[config.mk]
export PLATFORM = sky130hd
export DESIGN_NAME = broadcast_fifo_three_readers_unit
export DESIGN_NICKNAME = d
export VERILOG_FILES = /design/src/hdl/bfr_pkg.sv /design/src/hdl/bfr_ring_ctrl.sv /design/src/hdl/broadcast_fifo_three_readers_unit.sv
export VERILOG_INCLUDE_DIRS = /design/src /design/src/hdl
export SDC_FILE = /design/constraint.sdc
export NUM_CORES = 1
export LEC_CHECK = 0
export BUFFER_PORTS_ARGS = -buffer_cell sky130_fd_sc_hd__buf_2
export CORE_ASPECT_RATIO = 0.75
export CORE_MARGIN = 2
export CORE_UTILIZATION = 60
export CTS_CLUSTER_DIAMETER = 150
export DETAILED_ROUTE_END_ITERATION = 12
export HOLD_SLACK_MARGIN = 0.08
export PLACE_DENSITY = 0.79
export SYNTH_ARGS = -nofsm -noshare
export SYNTH_HDL_FRONTEND = slang
export SYNTH_SLANG_ARGS = --single-unit
[constraint.sdc]
create_clock -name clk -period 8.4 [get_ports clk]
set_input_delay 0.84 -clock clk [delete_from_list [all_inputs] [get_ports clk]]
set_output_delay 0.84 -clock clk [all_outputs]
set_load 0.02 [all_outputs]
[src/hdl/broadcast_fifo_three_readers_unit_macros.svh]
// Assertion macros used by the broadcast ring buffer pointer logic.
`ifndef BROADCAST_FIFO_THREE_READERS_UNIT_MACROS_SVH
`define BROADCAST_FIFO_THREE_READERS_UNIT_MACROS_SVH

`ifndef SYNTH
// same-cycle implication
`define BFR_ASSERT_IMPL(label, clk, rst_n, ante, cons, msg) \
  label: assert property (@(posedge clk) disable iff (!rst_n) (ante) |-> (cons)) \
    else $error(msg);
// next-cycle implication
`define BFR_ASSERT_NEXT(label, clk, rst_n, ante, cons, msg) \
  label: assert property (@(posedge clk) disable iff (!rst_n) (ante) |=> (cons)) \
    else $error(msg);
`else
`define BFR_ASSERT_IMPL(label, clk, rst_n, ante, cons, msg)
`define BFR_ASSERT_NEXT(label, clk, rst_n, ante, cons, msg)
`endif

`endif

[src/hdl/bfr_pkg.sv]
package bfr_pkg;

  localparam int DEPTH_DEF   = 8;
  localparam int READERS_DEF = 3;
  localparam int DATA_W      = 32;
  localparam int OCC_OUT_W   = 4;

  typedef enum logic [1:0] {
    ST_OK    = 2'd0,
    ST_FULL  = 2'd1,
    ST_EMPTY = 2'd2
  } bfr_status_t;

  // per-word decision from the pointer logic to the datapath
  typedef struct packed {
    logic                   wr_en;
    logic                   rd_en;
    bfr_status_t            status;
    logic                   freed;
    logic [OCC_OUT_W-1:0]   occupied;
  } bfr_ctl_t;

endpackage

[src/hdl/bfr_ring_ctrl.sv]
`include "broadcast_fifo_three_readers_unit_macros.svh"

module bfr_ring_ctrl
  import bfr_pkg::*;
#(
  parameter int DEPTH       = DEPTH_DEF,
  parameter int NUM_READERS = READERS_DEF,
  localparam int PTR_W      = $clog2(DEPTH),
  localparam int CNT_W      = $clog2(DEPTH + 1)
) (
  input  logic             clk,
  input  logic             rst_n,
  input  logic             accept,
  input  logic             action,
  input  logic [1:0]       reader_id,
  output logic [PTR_W-1:0] wr_addr,
  output logic [PTR_W-1:0] rd_addr,
  output bfr_ctl_t         ctl
);

  logic [PTR_W-1:0] wr_ptr_r, wr_ptr_nxt;
  logic [PTR_W-1:0] old_ptr_r, old_ptr_nxt;
  logic [CNT_W-1:0] occ_r, occ_nxt;
  logic [PTR_W-1:0] rd_ptr_r [NUM_READERS];
  logic [PTR_W-1:0] rd_ptr_nxt [NUM_READERS];
  logic [CNT_W-1:0] pend_r [NUM_READERS];
  logic [CNT_W-1:0] pend_nxt [NUM_READERS];

  logic [NUM_READERS-1:0] sel;
  logic [NUM_READERS-1:0] passed;
  logic [PTR_W-1:0]       sel_ptr;
  logic [CNT_W-1:0]       sel_pend;
  logic [3:0]             rid_ext;
  logic                   full;
  logic                   wr_ok;
  logic                   rd_ok;
  logic                   freed;

  function automatic logic [PTR_W-1:0] next_slot(input logic [PTR_W-1:0] p);
    return (p == PTR_W'(DEPTH - 1)) ? '0 : p + PTR_W'(1);
  endfunction

  always_comb begin
    rid_ext  = 4'(reader_id);
    full     = (occ_r == CNT_W'(DEPTH));
    sel_ptr  = '0;
    sel_pend = '0;
    for (int r = 0; r < NUM_READERS; r++) begin
      sel[r] = action && (rid_ext == 4'(r));
      if (sel[r]) begin
        sel_ptr  = sel_ptr | rd_ptr_r[r];
        sel_pend = sel_pend | pend_r[r];
      end
    end
    wr_ok = !action && !full;
    rd_ok = action && (|sel) && (sel_pend != '0);

    // oldest slot is fully read once every reader has fewer unread words
    // than there are occupied slots (counted after this read)
    for (int r = 0; r < NUM_READERS; r++) begin
      passed[r] = ((pend_r[r] - CNT_W'(sel[r])) < occ_r);
    end
    freed = rd_ok && (&passed);

    wr_ptr_nxt  = wr_ptr_r;
    old_ptr_nxt = old_ptr_r;
    occ_nxt     = occ_r;
    for (int r = 0; r < NUM_READERS; r++) begin
      rd_ptr_nxt[r] = rd_ptr_r[r];
      pend_nxt[r]   = pend_r[r];
    end
    if (wr_ok) begin
      wr_ptr_nxt = next_slot(wr_ptr_r);
      occ_nxt    = occ_r + CNT_W'(1);
      for (int r = 0; r < NUM_READERS; r++) begin
        pend_nxt[r] = pend_r[r] + CNT_W'(1);
      end
    end
    if (rd_ok) begin
      for (int r = 0; r < NUM_READERS; r++) begin
        if (sel[r]) begin
          rd_ptr_nxt[r] = next_slot(rd_ptr_r[r]);
          pend_nxt[r]   = pend_r[r] - CNT_W'(1);
        end
      end
      if (freed) begin
        old_ptr_nxt = next_slot(old_ptr_r);
        occ_nxt     = occ_r - CNT_W'(1);
      end
    end

    wr_addr      = wr_ptr_r;
    rd_addr      = sel_ptr;
    ctl.wr_en    = wr_ok;
    ctl.rd_en    = rd_ok;
    ctl.freed    = freed;
    ctl.occupied = OCC_OUT_W'(occ_nxt);
    if (action) begin
      ctl.status = rd_ok ? ST_OK : ST_EMPTY;
    end else begin
      ctl.status = full ? ST_FULL : ST_OK;
    end
  end

  always_ff @(posedge clk) begin
    if (!rst_n) begin
      wr_ptr_r  <= '0;
      old_ptr_r <= '0;
      occ_r     <= '0;
      for (int r = 0; r < NUM_READERS; r++) begin
        rd_ptr_r[r] <= '0;
        pend_r[r]   <= '0;
      end
    end else if (accept) begin
      wr_ptr_r  <= wr_ptr_nxt;
      old_ptr_r <= old_ptr_nxt;
      occ_r     <= occ_nxt;
      for (int r = 0; r < NUM_READERS; r++) begin
        rd_ptr_r[r] <= rd_ptr_nxt[r];
        pend_r[r]   <= pend_nxt[r];
      end
    end
  end

  `BFR_ASSERT_IMPL(a_occ_bound, clk, rst_n, 1'b1, occ_r <= CNT_W'(DEPTH), "occupancy over depth")
  `BFR_ASSERT_IMPL(a_freed_on_read, clk, rst_n, freed, rd_ok && (occ_r != '0), "free without read")
  `BFR_ASSERT_IMPL(a_ring_span, clk, rst_n, !full && (occ_r != '0), wr_ptr_r != old_ptr_r, "ring pointers collide")
  `BFR_ASSERT_NEXT(a_send_count, clk, rst_n, accept && wr_ok, occ_r == $past(occ_r) + CNT_W'(1), "send count")

endmodule

[src/hdl/broadcast_fifo_three_readers_unit.sv]
// Channel | Handshake            | Fields
// in      | in_valid, in_stall   | in_action, in_reader_id, in_msg_data
// out     | out_valid, out_stall | out_read_data, out_status, out_slot_freed, out_occupied
//
// One word per cycle unless stalled: the pointer and count update for a word
// is done when it is taken; its result is in the output register the next cycle.
// Message store read data is registered; the read address comes from the
// selected reader's pointer.
// Synchronous reset clears pointers, counts and output valid; store stays as is.
// in_stall follows out_stall while a result is held, so a stall costs no word.
module broadcast_fifo_three_readers_unit
  import bfr_pkg::*;
#(
  parameter int DEPTH       = DEPTH_DEF,
  parameter int NUM_READERS = READERS_DEF
) (
  input  logic                     clk,
  input  logic                     rst_n,
  input  logic                     in_valid,
  output logic                     in_stall,
  input  logic                     in_action,
  input  logic [1:0]               in_reader_id,
  input  logic signed [DATA_W-1:0] in_msg_data,
  output logic                     out_valid,
  input  logic                     out_stall,
  output logic signed [DATA_W-1:0] out_read_data,
  output logic [1:0]               out_status,
  output logic                     out_slot_freed,
  output logic [OCC_OUT_W-1:0]     out_occupied
);

  localparam int PTR_W = $clog2(DEPTH);

  logic                     accept;
  logic [PTR_W-1:0]         wr_addr;
  logic [PTR_W-1:0]         rd_addr;
  bfr_ctl_t                 ctl;

  logic signed [DATA_W-1:0] msg_mem [DEPTH];
  logic signed [DATA_W-1:0] mem_q_r;
  logic                     out_valid_r;
  logic                     rd_ok_r;
  bfr_status_t              status_r;
  logic                     freed_r;
  logic [OCC_OUT_W-1:0]     occ_r;

  assign in_stall = out_valid_r && out_stall;
  assign accept   = in_valid && !in_stall;

  bfr_ring_ctrl #(
    .DEPTH       (DEPTH),
    .NUM_READERS (NUM_READERS)
  ) u_ctrl (
    .clk       (clk),
    .rst_n     (rst_n),
    .accept    (accept),
    .action    (in_action),
    .reader_id (in_reader_id),
    .wr_addr   (wr_addr),
    .rd_addr   (rd_addr),
    .ctl       (ctl)
  );

  always_ff @(posedge clk) begin
    if (accept && ctl.wr_en) begin
      msg_mem[wr_addr] <= in_msg_data;
    end
    if (accept && ctl.rd_en) begin
      mem_q_r <= msg_mem[rd_addr];
    end
  end

  always_ff @(posedge clk) begin
    if (!rst_n) begin
      out_valid_r <= 1'b0;
    end else if (accept) begin
      out_valid_r <= 1'b1;
    end else if (!out_stall) begin
      out_valid_r <= 1'b0;
    end
  end

  always_ff @(posedge clk) begin
    if (accept) begin
      rd_ok_r  <= ctl.rd_en;
      status_r <= ctl.status;
      freed_r  <= ctl.freed;
      occ_r    <= ctl.occupied;
    end
  end

  assign out_valid      = out_valid_r;
  assign out_read_data  = rd_ok_r ? mem_q_r : '0;
  assign out_status     = status_r;
  assign out_slot_freed = freed_r;
  assign out_occupied   = occ_r;

endmodule

==> results of run 1 <==
## path summary, 6_finish.rpt
kind                         from         endpoint  slack (ns)  cells past startpoint
setup / recovery  u_ctrl.occ_r[0]    msg_mem[3][4]        4.56                      7
hold / removal           in_valid        out_valid        0.51                      2
setup reg to reg  u_ctrl.occ_r[0]    msg_mem[3][4]        4.56                      7
hold reg to reg   u_ctrl.occ_r[3]  u_ctrl.occ_r[3]        0.52                      2
## per-stage QoR
step	std cells	hold slack [ns]	cell area [sq um]	power (mW)	util, %
2_1_floorplan	816	0.473	13500	2.04	-
3_3_place_gp	1163	0.500	14200	2.12	64.3
3_5_place_dp	1163	0.505	14200	2.12	64.3
4_1_cts	1218	0.493	15200	3.46	68.8
5_1_grt	1218	0.510	15200	3.54	68.8
6_report	1219	0.510	15200	3.44	68.8
## cells by family (layout without fill, tap and decap cells)
group	Yosys count	after routing	share of synthesized area, %
flops	325	325	71.6
mux	133	133	9.85
simple gates	127	127	4.98
compound gates	122	122	7.30
buf+inv	62	170	2.31
fa+ha+maj	32	32	2.96
xor+xnor	15	15	0.972
other cells	0	1	0
## routing by layer
metal  vias up  GRT usage (%)
met2       228           36.5
met1      3614           33.0
met5         -              0
li1       3386              -
met4         0           5.28
met3        41           3.12
## where the power goes
part           total (mW)  internal (mW)  switching [mW]
Combinational       0.253         0.0978           0.155
Sequential           1.84           1.82          0.0210
Clock                1.35          0.779           0.568
Total                3.44           2.69           0.744
## registers in the layout (all words and copies together) (netlist names)
signal / count
out_occupied: 4
msg_mem: 256
out_slot_freed: 1
out_valid: 1
u_ctrl.pend_r: 12
mem_q_r: 32
u_ctrl.occ_r: 4
rd_ok_r: 1
u_ctrl.rd_ptr_r: 9
out_status: 2
u_ctrl.wr_addr: 3
## layout by cell type, fill, tap and decap left out, types with 5 or more instances in the layout
| cell type | synthesis | routed |
|---|---|---|
| sky130_fd_sc_hd__nor3_1 | 12 | 8 |
| sky130_fd_sc_hd__clkbuf_16 | 0 | 30 |
| sky130_fd_sc_hd__and2_1 | 33 | 33 |
| sky130_fd_sc_hd__xnor2_1 | 8 | 8 |
| sky130_fd_sc_hd__buf_2 | 16 | 79 |
| sky130_fd_sc_hd__a21oi_1 | 17 | 17 |
| sky130_fd_sc_hd__clkinv_2 | 0 | 6 |
| sky130_fd_sc_hd__nor2_1 | 25 | 21 |
| sky130_fd_sc_hd__edfxtp_1 | 317 | 317 |
| sky130_fd_sc_hd__nand3_1 | 7 | 7 |
| sky130_fd_sc_hd__xor2_1 | 7 | 7 |
| sky130_fd_sc_hd__inv_1 | 20 | 20 |
| sky130_fd_sc_hd__ha_1 | 32 | 32 |
| sky130_fd_sc_hd__mux2i_1 | 133 | 133 |
| sky130_fd_sc_hd__o22a_1 | 32 | 32 |
| sky130_fd_sc_hd__buf_4 | 1 | 14 |
| sky130_fd_sc_hd__nor3b_1 | 8 | 8 |
| sky130_fd_sc_hd__clkinv_1 | 0 | 7 |
| sky130_fd_sc_hd__o21ai_0 | 6 | 6 |
| sky130_fd_sc_hd__nand2_1 | 24 | 22 |
| sky130_fd_sc_hd__o221ai_1 | 33 | 33 |
| sky130_fd_sc_hd__dfxtp_1 | 8 | 8 |
| sky130_fd_sc_hd__clkbuf_1 | 16 | 5 |
## cell usage after synthesis (2+ instances only)
master                        n  area [sq um]
sky130_fd_sc_hd__nand2_1     24          90.1
sky130_fd_sc_hd__xor2_1       7          61.3
sky130_fd_sc_hd__xnor2_1      8          70.1
sky130_fd_sc_hd__nor3_1      12          60.1
sky130_fd_sc_hd__a21oi_2      2          17.5
sky130_fd_sc_hd__o21a_1       2          15.0
sky130_fd_sc_hd__o41ai_1      2          17.5
sky130_fd_sc_hd__nand4_1      2          12.5
sky130_fd_sc_hd__a21oi_1     17          85.1
sky130_fd_sc_hd__inv_2        2          7.51
sky130_fd_sc_hd__nor3b_1      8          60.1
sky130_fd_sc_hd__mux2i_1    133          1330
sky130_fd_sc_hd__buf_6        6          67.6
sky130_fd_sc_hd__nand3_1      7          35.0
sky130_fd_sc_hd__o22ai_1      2          12.5
sky130_fd_sc_hd__buf_2       16          80.1
sky130_fd_sc_hd__inv_1       20          75.1
sky130_fd_sc_hd__ha_1        32           400
sky130_fd_sc_hd__o22a_1      32           280
sky130_fd_sc_hd__o31ai_1      2          15.0
sky130_fd_sc_hd__a22oi_1      2          15.0
sky130_fd_sc_hd__clkbuf_1    16          60.1
sky130_fd_sc_hd__o2bb2ai_1    3          26.3
sky130_fd_sc_hd__dfxtp_1      8           160
sky130_fd_sc_hd__nor2b_1      2          12.5
sky130_fd_sc_hd__nor2_1      25          93.8
sky130_fd_sc_hd__a211oi_1     2          15.0
sky130_fd_sc_hd__nand2b_1     3          18.8
sky130_fd_sc_hd__o211ai_1     3          22.5
sky130_fd_sc_hd__edfxtp_1   317          9520
sky130_fd_sc_hd__o21ai_0      6          30.0
sky130_fd_sc_hd__a21boi_0     2          15.0
sky130_fd_sc_hd__o221ai_1    33           289
sky130_fd_sc_hd__nor4_1       4          25.0
sky130_fd_sc_hd__and2_1      33           206
## cell type report
type | count | area [sq um] | share of cell area (%)
clock buffers | 35 | 769 | 5.06
inverters | 22 | 82.6 | 0.543
repair buffers | 93 | 500 | 3.29
clock inverters | 20 | 211 | 1.39
well taps | 294 | 368 | 2.42
multi-input cells | 429 | 3590 | 23.6
flip-flops and latches | 325 | 9680 | 63.6
diodes | 1 | 2.50 | 0.0165
==> summary.md, run 1 <==
| Metric | Value |
|---|---|
| Register bit total from synthesis | `325` |
| Total Routed Length | `26200 um` |
| DR WL met3 | `1520 um` |
| Routed length on met2 | `12600 um` |
| Global-route total usage across every layer | `22.5%` |
| First DRT Iteration DRCs | `671` |
| Startpoint kind of the worst setup timing path | `flop` |
| Cell-by-cell trace of the critical path | `inv_1 -> ha_1 -> nor2b_1 -> a21oi_2 -> nand2_1 -> nor3_2 -> buf_4` |
| Hold-fix buffer count after cts | `0` |
| Layout Area Growth over Synthesis | `12.5%` |
| Total Nets Final | `972` |
| Classification of the worst-slack hold path | `in2reg` |
| Clock tree from TritonCTS | `done` |
| Final Hold Vio Count | `0` |
| Clock-pin slew of the registers on the worst-case setup and hold paths | `0.07 ns` |
| Final TNS setup | `0 ns` |
| Kind of cell adding the most delay to the critical path | `simple AND/OR/NAND/NOR gates` |
| Antenna viol nets, final | `0` |
| Mapped Nets | `887` |
| Die height | `134 um` |
| Starting density of the core | `61.1%` |
| First-pass iteration count of the detailed router | `4` |
| Endpoint kind of the worst setup timing path | `flop` |
| Number of buffers created by CTS | `30` |
| Via count of the first global-routing pass | `7288` |
| I/O pin count | `80` |
| Total number of vias | `7269` |
| Required time at the endpoint of the critical path | `8.60 ns` |
| Number of synthesized flops with an enable pin | `317` |
| Sequential-to-total area share from yosys stat | `71.6%` |
| Setup fix buffers added after clock tree synthesis | `0` |
| Period utilisation layout | `45.7%` |
| Peak clock frequency supported by timing | `260 MHz` |
| Maximum vdd ir drop | `190 uV` |
| Slew margin rel. | `23.3%` |
| Final setup violating endpoints | `0` |
| Drt via density | `5.96` |
| First-pass GRT wire length | `40400 um` |
| Synth Warn # | `0` |
| Leakage dissipation | `5.99 nW` |
| Result of the run | `completed` |
| Max Transition Viols Final | `0` |
| Antenna violations before repair | `0` |
| Top flip-flop cell by instance count after synthesis | `sky130_fd_sc_hd__edfxtp_1` |
| Setup Skew | `0.0302 ns` |
| Clock net sink count | `325` |
| Arrival @ worst endpoint | `4.04 ns` |
| Number of cells upsized or downsized after cts | `0` |
| Cell at the root of the clock tree | `sky130_fd_sc_hd__clkbuf_16` |
| Clock latency at the later pin of the worst-skew pair | `0.56 ns` |
| Pwr dens | `226 nW/um^2` |
| Final-layout fill cell count | `1461` |
| Count of different cell masters after synthesis | `56` |
| Worst-path maximum fanout | `23` |
| Worst Slack Setup Final | `4.56 ns` |
| Post-synthesis async set-or-reset flop share | `0%` |
| Post-Syn Area | `13500 sq um` |
| Routability Congestion | `0.827` |
| Detailed-route wire length per cell | `21.5 um` |
| Remaining design rule violation count | `0` |
| Slowest cell on crit path | `sky130_fd_sc_hd__nor3_2` |
| Crit path kind | `reg2reg` |
| Die footprint | `23800 sq um` |
| Maximum number of pins on one net before global-route repair | `65` |
| Post-Place Setup Slack | `4.50 ns` |
| Layout cell share with drive strength beyond 1 | `17.3%` |
| Metal-1 WL | `11700 um` |
| Area of the core | `22100 sq um` |
| Cell count after synthesis | `816` |
| Cell row count | `47` |
| CP peak stage delay | `0.83 ns` |
| Post-Syn Area per Cell | `16.6 sq um` |
| Congestion Overflow GR | `0` |
| Final min period | `3.84 ns` |
| CP bufs+invs | `2` |
| Detailed Place HPWL | `14600 um` |
| Total of buffers placed on input and output ports | `79` |
| Max cap viols | `0` |
| Clock H-tree levels | `1` |
| Maximum root-to-sink buffer count | `3` |
| Horizontal die dimension | `177 um` |
| Top Layer Used | `met4` |
| Slew at the pin with the worst max-slew slack | `1.15 ns` |
| Setup repair after global routing missed its margin | `no` |
No activity file was read; power rests on OpenSTA's default activity.
==> run 2: changes to the inputs <==
- clock period: 8.4 -> 4.01 ns (I/O delays scaled with it)
==> summary.md, run 2 (synthesized netlist as in run 1, its figures left out) <==
| Metric | Value |
|---|---|
| Result of the run | `completed` |
| Startpoint of the most critical setup path | `u_ctrl.occ_r[0]` |
| Detailed Place HPWL | `15400 um` |
| Max Transition Viols Final | `0` |
| Worst Slack Setup Final | `0.930 ns` |
| Die footprint | `23800 sq um` |
| Worst reg2reg path startpoint | `u_ctrl.occ_r[0]` |
| Setup repair after global routing missed its margin | `no` |
| Most frequent cells in the layout | `317 x sky130_fd_sc_hd__edfxtp_1, 133 x sky130_fd_sc_hd__mux2i_1, 79 x sky130_fd_sc_hd__buf_2` |
| Layout Cells excl Fill | `1228` |
| CP peak stage delay | `0.54 ns` |
| Required time at the endpoint of the critical path | `4.26 ns` |
| First-pass GRT wire length | `40800 um` |
| Critical path destination | `msg_mem[4][3]` |
| CP bufs+invs | `2` |
| Post-placement cell count | `1172` |
| Leakage dissipation | `6.02 nW` |
| Largest reg by FF count | `msg_mem` |
| Kind of cell adding the most delay to the critical path | `simple AND/OR/NAND/NOR gates` |
| Clock net sink count | `325` |
| Slowest cell on crit path | `sky130_fd_sc_hd__dfxtp_1` |
| Total power consumption of the routed design | `7.11 mW` |
| Top Registers | `msg_mem: 256 flops, mem_q_r: 32 flops, u_ctrl.pend_r: 12 flops` |
| Clock H-tree levels | `1` |
| Post-route cell area | `15300 sq um` |
| Worst-path maximum fanout | `25` |
| Maximum root-to-sink buffer count | `3` |
| Total Routed Length | `26300 um` |
| Antenna viol nets, final | `0` |
| Die height | `134 um` |
| Antenna violations before repair | `2` |
| Cell area reported after detailed placement | `14400 sq um` |
| Slew at the pin with the worst max-slew slack | `0.952 ns` |
| Maximum number of pins on one net before global-route repair | `51` |
| Final-layout fill cell count | `1469` |
| Endpoint kind of the worst setup timing path | `flop` |
| Horizontal die dimension | `177 um` |
| Number of cells upsized or downsized after cts | `0` |
| Worst reg2reg endpoint | `msg_mem[4][3]` |
| Via count of the first global-routing pass | `7291` |
| Total of buffers placed on input and output ports | `79` |
| Final min period | `3.08 ns` |
| Total Nets Final | `982` |
| Worst Hold Margin | `0.102 ns` |
| Period utilisation layout | `76.8%` |
| Most frequent standard cell in the layout excluding fill and tap cells | `sky130_fd_sc_hd__edfxtp_1` |
| Cell at the root of the clock tree | `sky130_fd_sc_hd__clkbuf_16` |
| Slew margin rel. | `36.5%` |
| Post-Place Setup Slack | `0.684 ns` |
| Cell-by-cell trace of the critical path | `inv_1 -> ha_1 -> nor2b_1 -> a21o_1 -> nor2_1 -> nand2_1 -> nor3_4 -> buf_12` |
| Starting density of the core | `61.1%` |
| First-pass iteration count of the detailed router | `5` |
| Layout cell share with drive strength beyond 1 | `17.7%` |
| Routability Congestion | `0.832` |
| I/O pin count | `80` |
| Cell row count | `47` |
| Max reg flops | `256` |
| Global-route total usage across every layer | `22.5%` |
| Area of the core | `22100 sq um` |
| Max cap viols | `0` |
| Worst Reg2Reg Path Length in Cells | `8` |
| Setup Skew | `0.0239 ns` |
| Final setup violating endpoints | `0` |
| First DRT Iteration DRCs | `738` |
| Clock-pin slew of the registers on the worst-case setup and hold paths | `0.06 ns` |
| Detailed-route wire length per cell | `21.4 um` |
| Layout Area Growth over Synthesis | `13.3%` |
| Cell count along the critical path | `8` |
| Number of buffers created by CTS | `30` |
| Clock tree from TritonCTS | `done` |
| Total number of vias | `7343` |
| Maximum vdd ir drop | `364 uV` |
| Clock latency at the later pin of the worst-skew pair | `0.57 ns` |
| Drt via density | `5.98` |
| Crit path kind | `reg2reg` |
| Setup slack of the most critical reg-to-reg path | `0.93 ns` |
| Startpoint kind of the worst setup timing path | `flop` |
| Arrival @ worst endpoint | `3.33 ns` |
| Classification of the worst-slack hold path | `in2reg` |
| Peak clock frequency supported by timing | `325 MHz` |
| Congestion Overflow GR | `0` |
| Final Hold Vio Count | `0` |
| Remaining design rule violation count | `0` |
| Pwr dens | `464 nW/um^2` |
run 2: cell types whose count changed in the layout (fill, tap and decap cells not counted), sizes merged:
cell | previous run | this run
clkinvlp | 1 | 2
clkinv | 14 | 11
clkbuf | 35 | 38
dlygate4sd3 | 0 | 1
buf | 93 | 102
bufinv | 4 | 2
run 2: timing repair:
item / CTS / global route
hold buffers: 1 / 0
buffers inserted: 0 / 0
endpoints found under the hold margin: 1 / 0
run 2: metrics by stage:
step / TNS, ns / util [%]
2_1_floorplan: -10.63 / -
3_3_place_gp: 0 / 64.9
3_5_place_dp: 0 / 64.9
4_1_cts: 0 / 69.3
5_1_grt: 0 / 69.3
6_report: 0 / 69.3
run 2: per-layer routing:
layer	GRT usage (%)	vias up	wire [um]
met1	33.1	3715	12100
met5	0	-	12
met2	35.8	189	12300
li1	-	3398	-
met4	5.33	2	436
met3	3.60	39	1470
run 2: worst register-to-register path, delay by kind of cell, from the launching register on:
family                     cells  cell delay, ns
adders and majority gates      1            0.27
DFF                            1            0.54
buffers and inverters          2            0.40
AOI/OAI and AO/OA              1            0.31
and+or+nand+nor                4            1.22
run 2: worst min path at each step:
| stage | cells after the start | slack (ns) | from | to |
|---|---|---|---|---|
| detailed placement | 2 | 0.51 | u_ctrl.occ_r[3] | u_ctrl.occ_r[3] |
| global placement | 2 | 0.50 | u_ctrl.occ_r[3] | u_ctrl.occ_r[3] |
| finish | 1 | 0.10 | in_msg_data[21] | msg_mem[7][21] |
| global route | 1 | 0.09 | in_msg_data[16] | msg_mem[0][16] |
| CTS | 1 | 0.09 | in_msg_data[16] | msg_mem[4][16] |
| floorplan | 2 | 0.47 | u_ctrl.occ_r[3] | u_ctrl.occ_r[3] |
run 2: layout make-up:
class                   instances  area, sq um  area share (%)
clock inverters                16          165            1.08
well taps                     294          368            2.40
diodes                          1         2.50          0.0163
flip-flops and latches        325         9680            63.2
inverters                      22         82.6           0.539
multi-input cells             429         3610            23.6
repair buffers                103          628            4.10
clock buffers                  38          781            5.10
run 2: power by group:
group	switching, mW	internal, mW	total (mW)
Clock	1.21	1.52	2.72
Sequential	0.0400	3.81	3.85
Combinational	0.332	0.211	0.543
==> run 3: changes to the inputs <==
- CORE_UTILIZATION: 60 -> 55
- PLACE_DENSITY: 0.79 -> 0.76
- clock period: 4.01 -> 2.6 ns (I/O delays scaled with it)
==> summary.md, run 3 (synthesized netlist as in run 1, its figures left out) <==
| Metric | Value |
|---|---|
| Drt via density | `5.73` |
| Total of buffers placed on input and output ports | `79` |
| Max reg flops | `256` |
| Top Registers | `msg_mem: 256 flops, mem_q_r: 32 flops, u_ctrl.pend_r: 12 flops` |
| Startpoint kind of the worst setup timing path | `flop` |
| Via count of the first global-routing pass | `7594` |
| Final Hold Vio Count | `0` |
| Final setup violating endpoints | `2` |
| Slew at the pin with the worst max-slew slack | `0.760 ns` |
| Routability Congestion | `0.886` |
| Required time at the endpoint of the critical path | `2.88 ns` |
| Period utilisation layout | `101%` |
| Number of buffers created by CTS | `31` |
| Total Nets Final | `1046` |
| Largest reg by FF count | `msg_mem` |
| Clock-pin slew of the registers on the worst-case setup and hold paths | `0.06 ns` |
| First DRT Iteration DRCs | `539` |
| Pwr dens | `683 nW/um^2` |
| I/O pin count | `80` |
| Clock tree from TritonCTS | `done` |
| First-pass iteration count of the detailed router | `5` |
| Antenna violations before repair | `0` |
| Area of the core | `24000 sq um` |
| Die height | `140 um` |
| Peak clock frequency supported by timing | `382 MHz` |
| Failing checks | `setup timing` |
| Max Transition Viols Final | `0` |
| Detailed-route wire length per cell | `20.4 um` |
| Clock H-tree levels | `1` |
| Maximum root-to-sink buffer count | `3` |
| Layout Cells excl Fill | `1326` |
| Detailed Place HPWL | `15600 um` |
| Cell at the root of the clock tree | `sky130_fd_sc_hd__clkbuf_16` |
| Maximum number of pins on one net before global-route repair | `48` |
| Cell row count | `49` |
| Endpoint kind of the worst setup timing path | `flop` |
| Total Routed Length | `27100 um` |
| Starting density of the core | `56.2%` |
| Final min period | `2.62 ns` |
| Clock latency at the later pin of the worst-skew pair | `0.55 ns` |
| Post-route cell area | `16200 sq um` |
| Global-route total usage across every layer | `21.1%` |
| Most frequent cells in the layout | `317 x sky130_fd_sc_hd__edfxtp_1, 133 x sky130_fd_sc_hd__mux2i_1, 79 x sky130_fd_sc_hd__buf_2` |
| Clock net sink count | `325` |
| Layout cell share with drive strength beyond 1 | `21.3%` |
| Remaining design rule violation count | `0` |
| First-pass GRT wire length | `41800 um` |
| Horizontal die dimension | `185 um` |
| Congestion Overflow GR | `0` |
| Diode insertion count for antenna repair | `0` |
| Setup repair after global routing missed its margin | `yes` |
| Post-placement cell count | `1235` |
| Worst-path maximum fanout | `4` |
| Arrival @ worst endpoint | `2.90 ns` |
| Total number of vias | `7599` |
| Most frequent standard cell in the layout excluding fill and tap cells | `sky130_fd_sc_hd__edfxtp_1` |
| Maximum vdd ir drop | `503 uV` |
| Layout Area Growth over Synthesis | `19.7%` |
| Antenna viol nets, final | `0` |
| Die footprint | `25900 sq um` |
| Cell area reported after detailed placement | `14800 sq um` |
| Leakage dissipation | `6.40 nW` |
| Worst Hold Margin | `0.107 ns` |
| Crit path kind | `reg2reg` |
| Classification of the worst-slack hold path | `in2reg` |
| Worst Slack Setup Final | `-0.0178 ns` |
| End-of-flow core utilization | `67.3%` |
| Max cap viols | `0` |
| Slew margin rel. | `49.4%` |
| Setup Skew | `0.0111 ns` |
| Result of the run | `finished, violations left` |
run 3: per-layer routing:
layer / up-vias / track usage (%) / part of all wire [%]
met2: 226 / 34.0 / 48
li1: 3543 / - / -
met1: 3797 / 31.0 / 45
met3: 33 / 3.14 / 6.0
met5: - / 0 / 0
met4: 0 / 4.34 / 1.5
run 3: through the flow:
step	total power, mW	setup TNS, ns	setup slack (ns)
floorplan	6.62	-5.73	-0.0997
global placement	6.92	-0.564	-0.151
detailed placement	6.95	-0.912	-0.233
CTS	11.1	-0.0245	-0.0245
global route	11.4	-0.505	-0.166
finish	11.0	-0.0305	-0.0178
run 3: timing repair:
action                                 in CTS  in global routing
pin swaps                                   1                  9
setup buffers                               1                  2
resized for setup                           4                 11
hold buffers                               35                  0
endpoints found under the hold margin     258                  0
setup endpoints to repair                   3                  7
run 3: critical path: stages, from the launching register on:
cell and delay [ns]:
sky130_fd_sc_hd__edfxtp_1 0.41, sky130_fd_sc_hd__inv_2 0.11, sky130_fd_sc_hd__ha_4 0.15, sky130_fd_sc_hd__nand2_4 0.05
sky130_fd_sc_hd__xnor2_2 0.14, sky130_fd_sc_hd__ha_1 0.32, sky130_fd_sc_hd__a22o_1 0.23, sky130_fd_sc_hd__nor4_1 0.22
sky130_fd_sc_hd__o2111a_2 0.28, sky130_fd_sc_hd__nand2_4 0.09, sky130_fd_sc_hd__o41ai_4 0.24, sky130_fd_sc_hd__xnor2_1 0.12
run 3: worst paths after layout:
kind | startpoint | to | slack (ns) | cells after the start
worst max-delay path | u_ctrl.pend_r[0][0] | out_occupied[3] | -0.02 | 11
worst min register to register | u_ctrl.rd_ptr_r[0][3] | u_ctrl.rd_ptr_r[0][3] | 0.61 | 1
worst max register to register | u_ctrl.pend_r[0][0] | out_occupied[3] | -0.02 | 11
worst min-delay path | rst_n | u_ctrl.occ_r[3] | 0.11 | 3
run 3: layout make-up:
class | count | area [sq um]
sequential | 325 | 9680
fill | 1615 | 7860
multi-input combinational | 429 | 3740
timing repair buffer | 166 | 1330
clock buffer | 37 | 798
tap | 331 | 414
clock inverter | 16 | 124
inverter | 22 | 85.1
run 3: power by group:
| group | switching (mW) | internal [mW] |
|---|---|---|
| sequential | 0.0559 | 5.87 |
| combinational | 0.558 | 0.420 |
| clock | 1.78 | 2.36 |
| total | 2.39 | 8.65 |
